### config.mk
export PLATFORM = sky130hd
export DESIGN_NAME = plics_ram
export DESIGN_NICKNAME = d
export VERILOG_FILES = /design/src/plics_ram.sv
export SDC_FILE = /design/constraint.sdc
export NUM_CORES = 2
export LEC_CHECK = 0
export BUFFER_PORTS_ARGS = -buffer_cell sky130_fd_sc_hd__buf_2
export CAP_MARGIN = 10
export CORE_MARGIN = 2
export CORE_UTILIZATION = 55
export DETAILED_ROUTE_END_ITERATION = 16
export GPL_TIMING_DRIVEN = 1
export PLACE_DENSITY = 0.71
export SLEW_MARGIN = 40
export SYNTH_ARGS = -nofsm -noshare
export SYNTH_HDL_FRONTEND = slang
export SYNTH_SLANG_ARGS = --single-unit
### constraint.sdc
create_clock -name clk -period 4.9 [get_ports clk]
set_input_delay 0.98 -clock clk [delete_from_list [all_inputs] [get_ports clk]]
set_output_delay 0.98 -clock clk [all_outputs]
set_load 0.1 [all_outputs]
### src/plics_ram.sv
// ============================================================================
// plics_ram
// Simple dual-port synchronous RAM, one write and one registered read port.
// ============================================================================
module plics_ram #(
    parameter int WIDTH = 32,
    parameter int DEPTH = 64,
    parameter int AW    = $clog2(DEPTH)
) (
    input  logic             clk,
    input  logic             we,
    input  logic [AW-1:0]    waddr,
    input  logic [WIDTH-1:0] wdata,
    input  logic [AW-1:0]    raddr,
    output logic [WIDTH-1:0] rdata
);

    logic [WIDTH-1:0] mem [DEPTH];
    logic [WIDTH-1:0] rdata_reg;

    // Write port
    always_ff @(posedge clk)
    begin
        if (we)
        begin
            mem[waddr] <= wdata;
        end
    end

    // Registered read port
    always_ff @(posedge clk)
    begin
        rdata_reg <= mem[raddr];
    end

    assign rdata = rdata_reg;

endmodule

==> impl_metrics.yaml <==
drt:
  vias: 37700
  drc: 0
  wl_per_cell_um: 34.4
  wl_um: 196000
  drtIter0Drc: 5370
  vias_per_cell: 6.61
  final_antenna_net_count: 0
  firstDrtPassIters: 5
die:
  fp.dieW_um: 382
  core-area_um2: 142000
  io_pins: 78
  die_y_um: 382
  design.die.area_um2: 146000
  rows: 138
  initial_core_util: 0.555
setup_path:
  crit_buf_inv: 3
  crit_family: "buffers and inverters"
  path_cells: "buf_8 -> buf_12 -> buf_12 -> mux4_2 -> mux2i_1 -> nand2_1 -> a31oi_1 -> nor2_1"
  crit_path_top_delay_cell: "a31oi_1"
  path_common_cell: "buf_12"
  crit_type: "primary input to flip-flop"
  critPathLaunchType: "primary input"
  cp.arrival_ps: 3840
  cp.required_ps: 5590
  worst_setup_path_end_kind: "flip-flop"
  path_max_fanout: 69
  cpPeakStageDelay_ps: 560
clocking:
  root_buffer: "clkbuf_16"
  cts_max_level: 4
  postCtsResizedCells: 0
  clockBufferDepth: 3
  cts_setup_buffers: 0
  clkTransAtPathRegs_ps: 60
  ctsHoldBuffers: 0
  worstSkewPairLatency_ps: 840
  cts_buffers: 202
  cts_sinks: 2080
  cts_tree: "yes"
synthesis:
  synth.distinct_cells: 34
  syn_inst: 3324
  synth_edf_count: 2048
  ys_ff_latch: 2080
  synth.yosys.seq_area_share: 0.791
  synth_area_um2: 78500
  synth_fp_nets: 3370
  netlist.area_leader.share: 0.783
  yosys.area.top_type: "edfxtp_1"
  async_reset_ff_frac: 0
  ys_warn_count: 0
  syn_avg_cell_area_um2: 23.6
  synth_ff_type: "edfxtp_1"
  yosys-top-cells-area: "edfxtp_1 (78%), mux4_2 (16%), mux2i_1 (1.2%), dfxtp_1 (0.82%), o22ai_1 (0.67%)"
global_routing:
  grt_util_all_layers: 0.272
  met2_usage: 0.433
  busiest_layer: "met2"
  use_met3: 0.0427
  grt_pass1_vias: 37600
  grt_max_degree: 70
  grt_use_met1: 0.389
  grt_pass1_wl_um: 278000
  antenna_found_initial: 11
  grt_overflow_total: 0
sta:
  holdWs_ps: 618
  finalClockSkew_ps: 35.0
  setup-tns-final_ps: 0
  relSlewSlack: 0.394
  layout_min_cycle_time_ps: 3150
  slew_violations: 0
  rsz0062_at_grt: "false"
  hold_viol_final: 0
  worst_slew_pin_slew_ps: 907
  fin_crit_sh: 0.642
  fmax_ghz: 0.318
  finalWorstSetupSlack_ps: 1750
  finalSetupViolCount: 0
run:
  maxCapViolCount: 0
final_layout:
  seqCellArea_um2: 62100
  final_util: 0.631
  final_nets: 3669
  largest_reg_flops: 2048
  area_growth_pct: 13.8
  fillers: 9230
  multi_input_area_um2: 16000
  drive_above_1_share: 0.310
place:
  place_hpwl_um: 111000
  gp_congestion: 0.827
  dp_slack_ps: 979
  portBuffers: 77
run_status:
  status: "complete, no violations"
power:
  vdd_drop_max_v: 0.000321
  p_leak_nw: 28.0
  power_density_nw_per_um2: 416
hold_path:
  hold_class: "primary input to flip-flop"
cells by family after synthesis:
group	after synthesis	share of synthesized area
flip-flops	2080	0.791
multiplexers	637	0.168
AND/OR/NAND/NOR	223	0.0127
AO/OA/AOI/OAI	202	0.0167
buffers and inverters	182	0.0113
through the flow:
stage	instances	instance area (µm²)	total power [W]
2_1_floorplan	3324	78500	0.0214
3_3_place_gp	5300	82600	0.0223
3_5_place_dp	5307	82800	0.0223
4_1_cts	5684	89300	0.0373
5_1_grt	5688	89400	0.0381
6_report	5696	89400	0.0372
where the power goes:
part           switching (W)  leakage, nW  total (W)  internal (W)
clock                0.00654         3.18     0.0153       0.00871
sequential         0.0000969         18.7     0.0198        0.0197
combinational        0.00144         6.15    0.00214      0.000701
total                0.00807         28.0     0.0372        0.0291
cell usage after synthesis (all sizes together), types with 2 or more instances:
cell / instances
edfxtp: 2048
mux4: 544
nor2: 137
buf: 108
mux2i: 93
o22ai: 84
clkbuf: 74
a21oi: 62
dfxtp: 32
o221ai: 27
nand2: 26
nor2b: 15
a22oi: 12
a311oi: 8
nand2b: 8
nor3: 7
nand3: 5
nand3b: 5
or3b: 5
a41o: 4
and3: 4
o32ai: 4
or2: 3
or3: 3
and2: 2
nand4: 2
layout by cell type, fill, tap and decap left out, types with 5 or more instances in the layout:
master and count:
diode_2 10, buf_12 23, mux2i_1 93, nor2_4 62, mux4_2 544, buf_2 68
a311oi_1 8, a22oi_1 12, clkinv_2 31, nor2b_1 15, o221ai_1 27, nand2b_1 7
nor3_1 5, clkbuf_1 60, buf_16 6, clkinv_1 35, a21oi_1 62, bufinv_16 15
inv_6 6, dfxtp_1 32, clkbuf_16 205, o22ai_1 84, nand3b_1 5, nor2_1 75
clkbuf_8 14, buf_4 174, nand2_1 26, edfxtp_1 2048
final timing paths:
check         startpoint           to  slack, ps  cells past startpoint
max reg2reg  mem[32][13]    rdata[13]       2790                      5
min            wdata[28]  mem[44][28]        620                      1
max             raddr[1]    rdata[18]       1750                      8
min reg2reg  mem[12][20]    rdata[20]        730                      4
area by class of cell:
cell class                      instances  share of cell area
Antenna cell                           10            0.000280
Clock buffer                          279              0.0621
Clock inverter                         98              0.0108
Multi-Input combinational cell       1062               0.179
Sequential cell                      2080               0.695
Tap cell                             1890              0.0265
Timing Repair Buffer                  277              0.0263
layer usage:
layer / share of wire / wire length (µm)
met5: 0.00012 / 23
met4: 0.037 / 7340
met3: 0.099 / 19400
met2: 0.49 / 95100
met1: 0.38 / 73900
(Power assumes the default switching activity.)
