`src/plics_pkg.sv`:
```
// ============================================================================
// plics_pkg
// Shared constants and types for the piecewise-linear inverse-CDF sampler.
// ============================================================================
package plics_pkg;

    // Table geometry
    localparam int MAX_POINTS = 64;
    localparam int IDX_W      = $clog2(MAX_POINTS);
    localparam int CNT_W      = 7;

    // Field and table widths
    localparam int E_W     = 32;
    localparam int SLOPE_W = 48;
    localparam int CUM_W   = 64;

    // Shared divider geometry
    localparam int DIV_W = 64;
    localparam int DVS_W = 33;

    // Square root geometry
    localparam int RAD_W  = 64;
    localparam int ROOT_W = 32;

    // Slope saturation limits
    localparam logic [SLOPE_W-1:0] SLOPE_MAX = {1'b0, {(SLOPE_W-1){1'b1}}};
    localparam logic [SLOPE_W-1:0] SLOPE_MIN = {1'b1, {(SLOPE_W-1){1'b0}}};

    // Operation codes
    localparam logic OP_LOAD   = 1'b0;
    localparam logic OP_SAMPLE = 1'b1;

    // Status of an iterative unit
    typedef struct packed {
        logic busy;
        logic done;
    } plics_stat_t;

endpackage

```
`src/plics_div.sv`:
```
// ============================================================================
// plics_div
// Restoring divider, one quotient bit per cycle, shared by slope and offset.
// ============================================================================
module plics_div import plics_pkg::*; (
    input  logic              clk,
    input  logic              rst_n,
    input  logic              start,
    input  logic [DIV_W-1:0]  dividend,
    input  logic [DVS_W-1:0]  divisor,
    output plics_stat_t       stat,
    output logic [DIV_W-1:0]  quotient,
    output logic [DVS_W-1:0]  remainder
);

    localparam int CW = $clog2(DIV_W);

    logic              busy_reg;
    logic              done_reg;
    logic [CW-1:0]     cnt_reg;
    logic [DIV_W-1:0]  quo_reg;
    logic [DVS_W-1:0]  rem_reg;
    logic [DVS_W-1:0]  dvs_reg;
    logic [DVS_W:0]    rem_sh;
    logic              ge;
    logic [DVS_W:0]    diff;

    // One restoring step
    always_comb
    begin
        rem_sh = {rem_reg, quo_reg[DIV_W-1]};
        ge     = rem_sh >= {1'b0, dvs_reg};
        diff   = rem_sh - {1'b0, dvs_reg};
    end

    // Control
    always_ff @(posedge clk or negedge rst_n)
    begin
        if (!rst_n)
        begin
            busy_reg <= 1'b0;
            done_reg <= 1'b0;
            cnt_reg  <= '0;
        end
        else
        begin
            done_reg <= 1'b0;
            if (start)
            begin
                busy_reg <= 1'b1;
                cnt_reg  <= CW'(DIV_W - 1);
            end
            else if (busy_reg)
            begin
                cnt_reg <= cnt_reg - 1'b1;
                if (cnt_reg == '0)
                begin
                    busy_reg <= 1'b0;
                    done_reg <= 1'b1;
                end
            end
        end
    end

    // Datapath
    always_ff @(posedge clk)
    begin
        if (start)
        begin
            quo_reg <= dividend;
            rem_reg <= '0;
            dvs_reg <= divisor;
        end
        else if (busy_reg)
        begin
            quo_reg <= {quo_reg[DIV_W-2:0], ge};
            rem_reg <= ge ? diff[DVS_W-1:0] : rem_sh[DVS_W-1:0];
        end
    end

    assign stat.busy = busy_reg;
    assign stat.done = done_reg;
    assign quotient  = quo_reg;
    assign remainder = rem_reg;

`ifndef SYNTHESIS
    a_no_restart: assert property (@(posedge clk) disable iff (!rst_n)
        start |-> !busy_reg)
        else $error("divider restarted while busy");
    a_done_idle: assert property (@(posedge clk) disable iff (!rst_n)
        done_reg |-> !busy_reg)
        else $error("divider done while busy");
    a_done_after: assert property (@(posedge clk) disable iff (!rst_n)
        $rose(done_reg) |-> $past(busy_reg))
        else $error("divider done without a run");
`endif

endmodule

```
`config.mk`:
```
export PLATFORM = sky130hd
export DESIGN_NAME = plics_div
export DESIGN_NICKNAME = d
export VERILOG_FILES = /design/src/plics_pkg.sv /design/src/plics_div.sv
export SDC_FILE = /design/constraint.sdc
export NUM_CORES = 1
export LEC_CHECK = 0
export BUFFER_PORTS_ARGS = -buffer_cell sky130_fd_sc_hd__buf_2
export CORE_MARGIN = 1
export CORE_UTILIZATION = 55
export DETAILED_ROUTE_END_ITERATION = 8
export GPL_TIMING_DRIVEN = 1
export MAX_ROUTING_LAYER = met4
export PLACE_DENSITY = 0.92
export SLEW_MARGIN = 10
export SYNTH_ARGS = -nofsm -noshare
export SYNTH_HDL_FRONTEND = slang
export SYNTH_SLANG_ARGS = --single-unit
```
`constraint.sdc`:
```
create_clock -name clk -period 6.74 [get_ports clk]
set_input_delay 0.674 -clock clk [delete_from_list [all_inputs] [get_ports clk]]
set_output_delay 0.674 -clock clk [all_outputs]
set_load 0.05 [all_outputs]
```
==> run summary <==
DP Cell Count: 995
crit path kind: reg -> reg
crit start category: flop
final instance area: 8980 um^2
clk slew on worst S/H paths: 0.06 ns
CTS resizes: 0
footprint of the multi-input gates: 3240 um^2
vias in the first global route: 5584
CTS Buffer Depth: 2
nets: 978
Initial Utilization: 57.3%
Tightest Hold Check Type: in -> async
post-CTS setup buffer count: 0
worst vdd ir: 0.240 mV
Layout Cells excl Fill: 1027
Net Count, Synth: 788
Core Region: 12800 um^2
Hold-fix buffers, CTS: 0
Fin Setup TNS: 0 ns
first-pass GRT wire length: 27600 um
Vias/cell: 5.46
Yosys reg bits: 138
Antenna Nets Post-Route: 0
PortBufs: 198
Area after DPL: 8430 um^2
Die X-Extent: 118 um
CTS tree: done
post-synthesis sequential area ratio: 51.4%
final setup vio count: 0
Slew Limit Fails: 0
CTS root buf: clkbuf_16
Crit Path Max Fanout: 36
worst slew pin tran: 1.04 ns
Largest register FFs: 64
FFs w/ async S/R, synth: 5.80%
worst path arrival time: 4.26 ns
DRC: 0
layout cells sized above 1: 36.6%
max-cap viol count: 0
dpl hpwl: 12200 um
FILL cells: 965
top-level I/O count: 199
Die Y: 118 um
worst-path cell chain: inv_1 -> ha_1 -> inv_1 -> fa_1 -> a21oi_1 -> o21ai_1 -> a221oi_4 -> o211a_4 -> o21ai_2 -> a21o_1 -> o32ai_4 -> buf_4 -> nor3_1 -> a21oi_1 -> a211oi_1
Worst path max stage delay: 0.54 ns
Clock Sinks: 138
initial antenna violation count: 0
sequential cell area: 3770 um^2
Pre-antenna DRT Iters: 5
top post-synthesis cells by area: edfxtp_1 40%, mux2_2 9.7%, dfxtp_1 9.0%, ha_1 6.0%, a21oi_1 3.9%
largest net degree at the start of global routing: 86
max_slew headroom: 30.5%
Buf+Inv Stages, Crit Path: 3
synthesis warning total: 0
PwrDens: 251 nW/um^2
cell row count: 41
DRT Wirelength: 17200 um
RSZ-0062 raised after global routing: false
Main synth FF type: edfxtp_1
Worst EP required: 7.01 ns
GR Overflow Total: 0
cell family with most CP delay: compound AO/OA/AOI/OAI gates
Yosys cell types: 59
status: finished, final reports clean
Placer Congestion: 0.856
synthesized instance count: 652
Clk Latency, worst-skew pair: 0.43 ns
area delta synth->final: 22.3%
Peak Freq: 251 MHz
most instantiated cells after synthesis: 97 x edfxtp_1, 63 x mux2_2, 62 x nor2_1
initial DRC count: 426
most numerous cell in the Yosys netlist: edfxtp_1
final hold vios: 0
die area: 13800 um^2
Antenna diodes: 0
Leakage: 3.97 nW
All-Layer GR Usage: 26.4%
fin crit period: 3.98 ns
area leader, netlist: edfxtp_1
Post-synth EDFFs: 97
post-DR wirelength/cell: 16.8 um
Clock Skew: 0.0112 ns
CTS Buf Count: 17
vias: 5612
crit end category: flop
synthesized area per cell: 11.3 um^2
H-tree depth: 4
Yosys top cell area share: 39.7%
Cell Area, Synth: 7350 um^2
fin crit share: 59.1%
slowest CP cell: o32ai_4
## path summary, 6_finish.rpt
path                                     from            end  slack [ns]  cells after the start
worst max-delay path             quotient[63]  remainder[15]        2.76                     15
worst min-delay path                    rst_n     cnt_reg[5]        0.09                      1
worst max register to register   quotient[63]  remainder[15]        2.76                     15
worst min register to register  remainder[13]  remainder[13]        0.52                      2
max in group asynchronous               rst_n       busy_reg        6.47                      1
min in group clk                  divisor[14]    dvs_reg[14]        0.42                      1
## placed cells by master (no fill, tap or decap), types with 4 or more instances in the layout
cell type   count
buf_2         197
edfxtp_1       97
mux2_2         63
nor2_1         62
a21oi_1        57
inv_1          45
ha_1           35
dfxtp_1        33
nand2_1        32
a211oi_1       24
xnor2_1        22
o21ai_0        21
clkbuf_16      17
a21o_1         11
o21bai_1        7
nand2b_1        7
xor2_1          7
dfrtp_1         7
nand3_1         6
nor3_1          6
o21ai_1         5
o21a_1          5
o31ai_1         5
mux2i_1         5
buf_4           5
nand4_1         4
nand3b_1        4
a31oi_1         4
clkinvlp_4      4
clkinv_2        4
clkinv_4        4
## cell type report
type / count / share of cell area, %
inverter: 46 / 1.92
sequential: 138 / 42.0
clock buffer: 17 / 4.74
tap: 172 / 2.40
clock inverter: 15 / 1.42
multi-input combinational: 437 / 36.1
timing repair buffer: 202 / 11.4
## per-layer routing
layer	GRT usage [%]	up-vias	wire length [um]
met5	-	-	0
met4	13.2	0	449
met3	4.80	35	605
met2	42.5	151	8670
met1	32.1	2673	7500
li1	-	2753	-
## through the flow
stage / power [W] / hold WS [ns] / setup slack (ns) / utilization, %
2_1_floorplan: 0.00129 / 0.378 / 3.37 / -
3_3_place_gp: 0.00139 / 0.499 / 2.93 / 65.7
3_5_place_dp: 0.00140 / 0.511 / 2.82 / 65.7
4_1_cts: 0.00227 / 0.0770 / 2.80 / 70.0
5_1_grt: 0.00233 / 0.0832 / 2.37 / 70.0
6_report: 0.00226 / 0.0856 / 2.76 / 70.0
## where the power goes
group | internal, W | switching (W)
logic | 0.000118 | 0.000258
registers | 0.000976 | 0.0000306
clock network | 0.000505 | 0.000371
## kinds of logic after synthesis
kind of cell / synth area share, %
muxes: 10.3
buffers and inverters: 4.50
and+or+nand+nor: 9.67
DFF: 51.4
xor gates and xnor gates: 3.46
adders and majority gates: 6.23
AOI/OAI and AO/OA: 14.4
## worst reg2reg max path: cells and delay by family (launching register included)
family          cells  cell delay (ns)
fa+ha+maj           2             0.57
flops               1             0.41
simple gates        1             0.12
compound gates      9             2.10
buf+inv             3             0.64
Power figures use the tool's default switching activity.
