<file path="src/plics_pkg.sv">
// ============================================================================
// plics_pkg
// Shared constants and types for the piecewise-linear inverse-CDF sampler.
// ============================================================================
package plics_pkg;

    // Table geometry
    localparam int MAX_POINTS = 64;
    localparam int IDX_W      = $clog2(MAX_POINTS);
    localparam int CNT_W      = 7;

    // Field and table widths
    localparam int E_W     = 32;
    localparam int SLOPE_W = 48;
    localparam int CUM_W   = 64;

    // Shared divider geometry
    localparam int DIV_W = 64;
    localparam int DVS_W = 33;

    // Square root geometry
    localparam int RAD_W  = 64;
    localparam int ROOT_W = 32;

    // Slope saturation limits
    localparam logic [SLOPE_W-1:0] SLOPE_MAX = {1'b0, {(SLOPE_W-1){1'b1}}};
    localparam logic [SLOPE_W-1:0] SLOPE_MIN = {1'b1, {(SLOPE_W-1){1'b0}}};

    // Operation codes
    localparam logic OP_LOAD   = 1'b0;
    localparam logic OP_SAMPLE = 1'b1;

    // Status of an iterative unit
    typedef struct packed {
        logic busy;
        logic done;
    } plics_stat_t;

endpackage

</file>
<file path="src/plics_sqrt.sv">
// ============================================================================
// plics_sqrt
// Digit-by-digit integer square root, one root bit per cycle.
// ============================================================================
module plics_sqrt import plics_pkg::*; (
    input  logic              clk,
    input  logic              rst_n,
    input  logic              start,
    input  logic [RAD_W-1:0]  radicand,
    output plics_stat_t       stat,
    output logic [ROOT_W-1:0] root
);

    localparam int CW  = $clog2(ROOT_W);
    localparam int RMW = ROOT_W + 2;

    logic              busy_reg;
    logic              done_reg;
    logic [CW-1:0]     cnt_reg;
    logic [RAD_W-1:0]  v_reg;
    logic [ROOT_W-1:0] root_reg;
    logic [RMW-1:0]    rem_reg;
    logic [RMW+1:0]    rem_sh;
    logic [RMW+1:0]    trial;
    logic              ge;
    logic [RMW+1:0]    diff;

    // One root digit
    always_comb
    begin
        rem_sh = {rem_reg, v_reg[RAD_W-1 -: 2]};
        trial  = {{(RMW+2-ROOT_W-2){1'b0}}, root_reg, 2'b01};
        ge     = rem_sh >= trial;
        diff   = rem_sh - trial;
    end

    // Control
    always_ff @(posedge clk or negedge rst_n)
    begin
        if (!rst_n)
        begin
            busy_reg <= 1'b0;
            done_reg <= 1'b0;
            cnt_reg  <= '0;
        end
        else
        begin
            done_reg <= 1'b0;
            if (start)
            begin
                busy_reg <= 1'b1;
                cnt_reg  <= CW'(ROOT_W - 1);
            end
            else if (busy_reg)
            begin
                cnt_reg <= cnt_reg - 1'b1;
                if (cnt_reg == '0)
                begin
                    busy_reg <= 1'b0;
                    done_reg <= 1'b1;
                end
            end
        end
    end

    // Datapath
    always_ff @(posedge clk)
    begin
        if (start)
        begin
            v_reg    <= radicand;
            root_reg <= '0;
            rem_reg  <= '0;
        end
        else if (busy_reg)
        begin
            v_reg    <= {v_reg[RAD_W-3:0], 2'b00};
            root_reg <= {root_reg[ROOT_W-2:0], ge};
            rem_reg  <= ge ? diff[RMW-1:0] : rem_sh[RMW-1:0];
        end
    end

    assign stat.busy = busy_reg;
    assign stat.done = done_reg;
    assign root      = root_reg;

`ifndef SYNTHESIS
    a_no_restart: assert property (@(posedge clk) disable iff (!rst_n)
        start |-> !busy_reg)
        else $error("square root restarted while busy");
    a_done_idle: assert property (@(posedge clk) disable iff (!rst_n)
        done_reg |-> !busy_reg)
        else $error("square root done while busy");
    a_done_after: assert property (@(posedge clk) disable iff (!rst_n)
        $rose(done_reg) |-> $past(busy_reg))
        else $error("square root done without a run");
`endif

endmodule

</file>
<file path="config.mk">
export PLATFORM = sky130hd
export DESIGN_NAME = plics_sqrt
export DESIGN_NICKNAME = d
export VERILOG_FILES = /design/src/plics_pkg.sv /design/src/plics_sqrt.sv
export SDC_FILE = /design/constraint.sdc
export NUM_CORES = 1
export LEC_CHECK = 0
export ABC_AREA = 1
export BUFFER_PORTS_ARGS = -buffer_cell sky130_fd_sc_hd__buf_2
export CAP_MARGIN = 20
export CORE_ASPECT_RATIO = 0.8
export CORE_MARGIN = 8
export CORE_UTILIZATION = 50
export CTS_CLUSTER_SIZE = 40
export DETAILED_ROUTE_END_ITERATION = 10
export GPL_TIMING_DRIVEN = 0
export PLACE_DENSITY = 0.7
export SYNTH_ARGS = -nofsm -noshare
export SYNTH_HDL_FRONTEND = slang
export SYNTH_SLANG_ARGS = --single-unit
</file>
<file path="constraint.sdc">
create_clock -name clk -period 3.65 [get_ports clk]
set_input_delay 1.095 -clock clk [delete_from_list [all_inputs] [get_ports clk]]
set_output_delay 1.095 -clock clk [all_outputs]
set_load 0.05 [all_outputs]
</file>
==> results.ini <==
[worst_setup_path]
worst-setup-path-type = primary input to flop
cp.arrival_ns = 3.28
rrSetupSlack_ns = 1.06
rr_worst_depth = 5
rr_startpoint = busy_reg
worstSetupEndpointType = flop
critPathMaxFanout = 10
r2r_end = root[4]
cp-start-kind = primary input
worstPathRequired_ns = 3.99

[sta]
fin_skew_ns = 0.0183
final.setup.worst_slack_ns = 0.709
hold_viol = 0
rsz0062_at_grt = false
max_slew_margin = 0.395
slew_violations = 0
period_minus_slack_ns = 2.94
fmax_mhz = 340
worstMarginPinSlew_ns = 0.905
period_share = 0.806
setup_viol = 0
tns_ns = 0

[placement]
hpwl_mm = 18.0
io_buffers = 99
gp_congestion = 0.972
preCtsSetupSlack_ns = 0.430
dpl_cell_area_mm2 = 0.00919

[cts]
clkTransAtPathRegs_ns = 0.06
htreeDepth = 4
cts_tree = built
post_cts_resized = 0
postCtsHoldBufs = 0
ctsRootBufferMaster = clkbuf_16
cts-buffers-inserted = 17
postCtsSetupBuffers = 0
cts-root-to-sink-buffers = 2
clk_latency_ns = 0.43
clock_sinks = 137

[min_path]
worstHoldStart = rem_reg[15]
hold_end = rem_reg[15]
hold_class = flop to flop
holdPathStages = 2

[floorplanning]
ios = 101
core-area_mm2 = 0.0165
initial_utilization = 0.508
rows = 42
die_y_um = 132
dieArea_mm2 = 0.0212
die_x_um = 161

[grt]
antenna_found_initial = 0
grt_max_degree = 71
grt_pass1_wl_mm = 37.9
gr-total-overflow = 0
grt_use_total = 0.223
grt_pass1_vias = 7556

[finish]
drive_gt1_frac = 0.119
fillers = 1610
nets = 1468
multi_input_area_mm2 = 0.00398
largest_reg_flops = 64
antenna_cells = 0
area_growth_syn_to_layout_pct = 16.2
final_cell_area_mm2 = 0.00974
regArea_mm2 = 0.00342

[logic_synthesis]
postSynthCellCount = 1246
ys_top_cells_by_area = nand2_1 (24%), edfxtp_1 (23%), dfxtp_1 (16%)
synth_edf_count = 64
seq_area_frac_synth = 0.408
ys_async_sr_fraction = 0.0511
synth_ff_type = dfxtp_1
synthDistinctLibCells = 39
ys_ff_latch = 137
synth_top_area_frac = 0.236
synth_warnings = 0
synth_top_area_cell = nand2_1
syn_area_per_cell_um2 = 6.73
syn-cell-area_mm2 = 0.00838
syn_nets = 1349

[route]
wire_per_inst_um = 14.7
drc = 0
wirelength_mm = 23.6
dr.first_iter.drc_count = 636
ant_nets = 0
route.vias.total = 7991
drtPass1Iterations = 5
routed_via_density = 5.00

[power]
vdd_drop_max_mv = 0.456
p_leak_nw = 5.26
p_per_area_mw_per_mm2 = 845
p_total_mw = 8.24

[outcome]
outcome = complete, no violations

[flow_run]
drv_cap = 0

## layout make-up
type,instances,share of cell area
repair buffers,100,0.0537
flip-flops and latches,137,0.351
multi-input cells,860,0.409
well taps,220,0.0283
clock buffers,17,0.0437
clock inverters,15,0.0135
plain buffers,40,0.0211
inverters,209,0.0805
## stage by stage
stage               hold slack [ns]  instances  utilization
floorplan                     0.448       1246            -
detailed placement            0.471       1566        0.557
global route                  0.494       1598        0.590
global placement              0.466       1565        0.555
CTS                           0.481       1598        0.590
finish                        0.480       1598        0.590
## cell usage after synthesis, types with 5 or more instances
library cell / n
ha_1: 36
clkbuf_1: 24
a21oi_1: 27
xor2_1: 10
nor3_1: 23
o22ai_1: 36
edfxtp_1: 64
nor2_1: 85
dfxtp_1: 66
o21ai_0: 13
nand2_1: 527
nand3_1: 66
dfrtp_1: 7
inv_2: 6
xnor2_1: 6
nor2_2: 5
inv_1: 202
buf_6: 5
buf_2: 5
## how the worst max path moves through the flow
stage / startpoint / slack [ns] / endpoint
after floorplan: start / 0.82 / v_reg[0]
final: start / 0.71 / root[4]
after global placement: start / 0.14 / root[22]
after detailed placement: start / 0.43 / root[4]
after global routing: start / 0.69 / root[31]
after CTS: start / 0.88 / root[4]
## power breakdown
group | internal [mW] | leakage, nW | switching [mW] | total, mW
Sequential | 1.84 | 1.32 | 0.131 | 1.97
Clock | 0.894 | 0.262 | 0.749 | 1.64
Combinational | 1.56 | 3.68 | 3.07 | 4.63
Total | 4.29 | 5.26 | 3.95 | 8.24
## routing by layer
metal / vias to the layer above / routed length, um / track usage
met2: 267 / 9780 / 0.324
met3: 23 / 1780 / 0.0605
met5: - / 0 / 0
met4: 0 / 329 / 0.0611
met1: 3599 / 11700 / 0.317
li1: 4102 / - / -
## critical path: stages
cell and delay (ns):
clkbuf_1 0.17, nor2_1 0.74, clkinv_1 0.60, clkbuf_1 0.43, o22ai_1 0.23
## cells by family after synthesis
group / after synthesis / synth area share
xor+xnor: 16 / 0.0167
fa+ha+maj: 36 / 0.0537
simple gates: 722 / 0.345
buf+inv: 249 / 0.118
compound gates: 86 / 0.0588
flops: 137 / 0.408
## placed cells by master (no fill, tap or decap), drive strengths merged, types with 5 or more instances in the layout
| cell type | netlist | layout |
|---|---|---|
| nand2 | 530 | 530 |
| inv | 208 | 216 |
| buf | 16 | 116 |
| nor2 | 92 | 92 |
| nand3 | 66 | 66 |
| dfxtp | 66 | 66 |
| edfxtp | 64 | 64 |
| clkbuf | 24 | 41 |
| o22ai | 36 | 36 |
| ha | 36 | 36 |
| a21oi | 28 | 28 |
| nor3 | 24 | 24 |
| o21ai | 16 | 16 |
| xor2 | 10 | 10 |
| dfrtp | 7 | 7 |
| xnor2 | 6 | 6 |
| nand4 | 5 | 5 |
No activity file was read; power rests on OpenSTA's default activity.
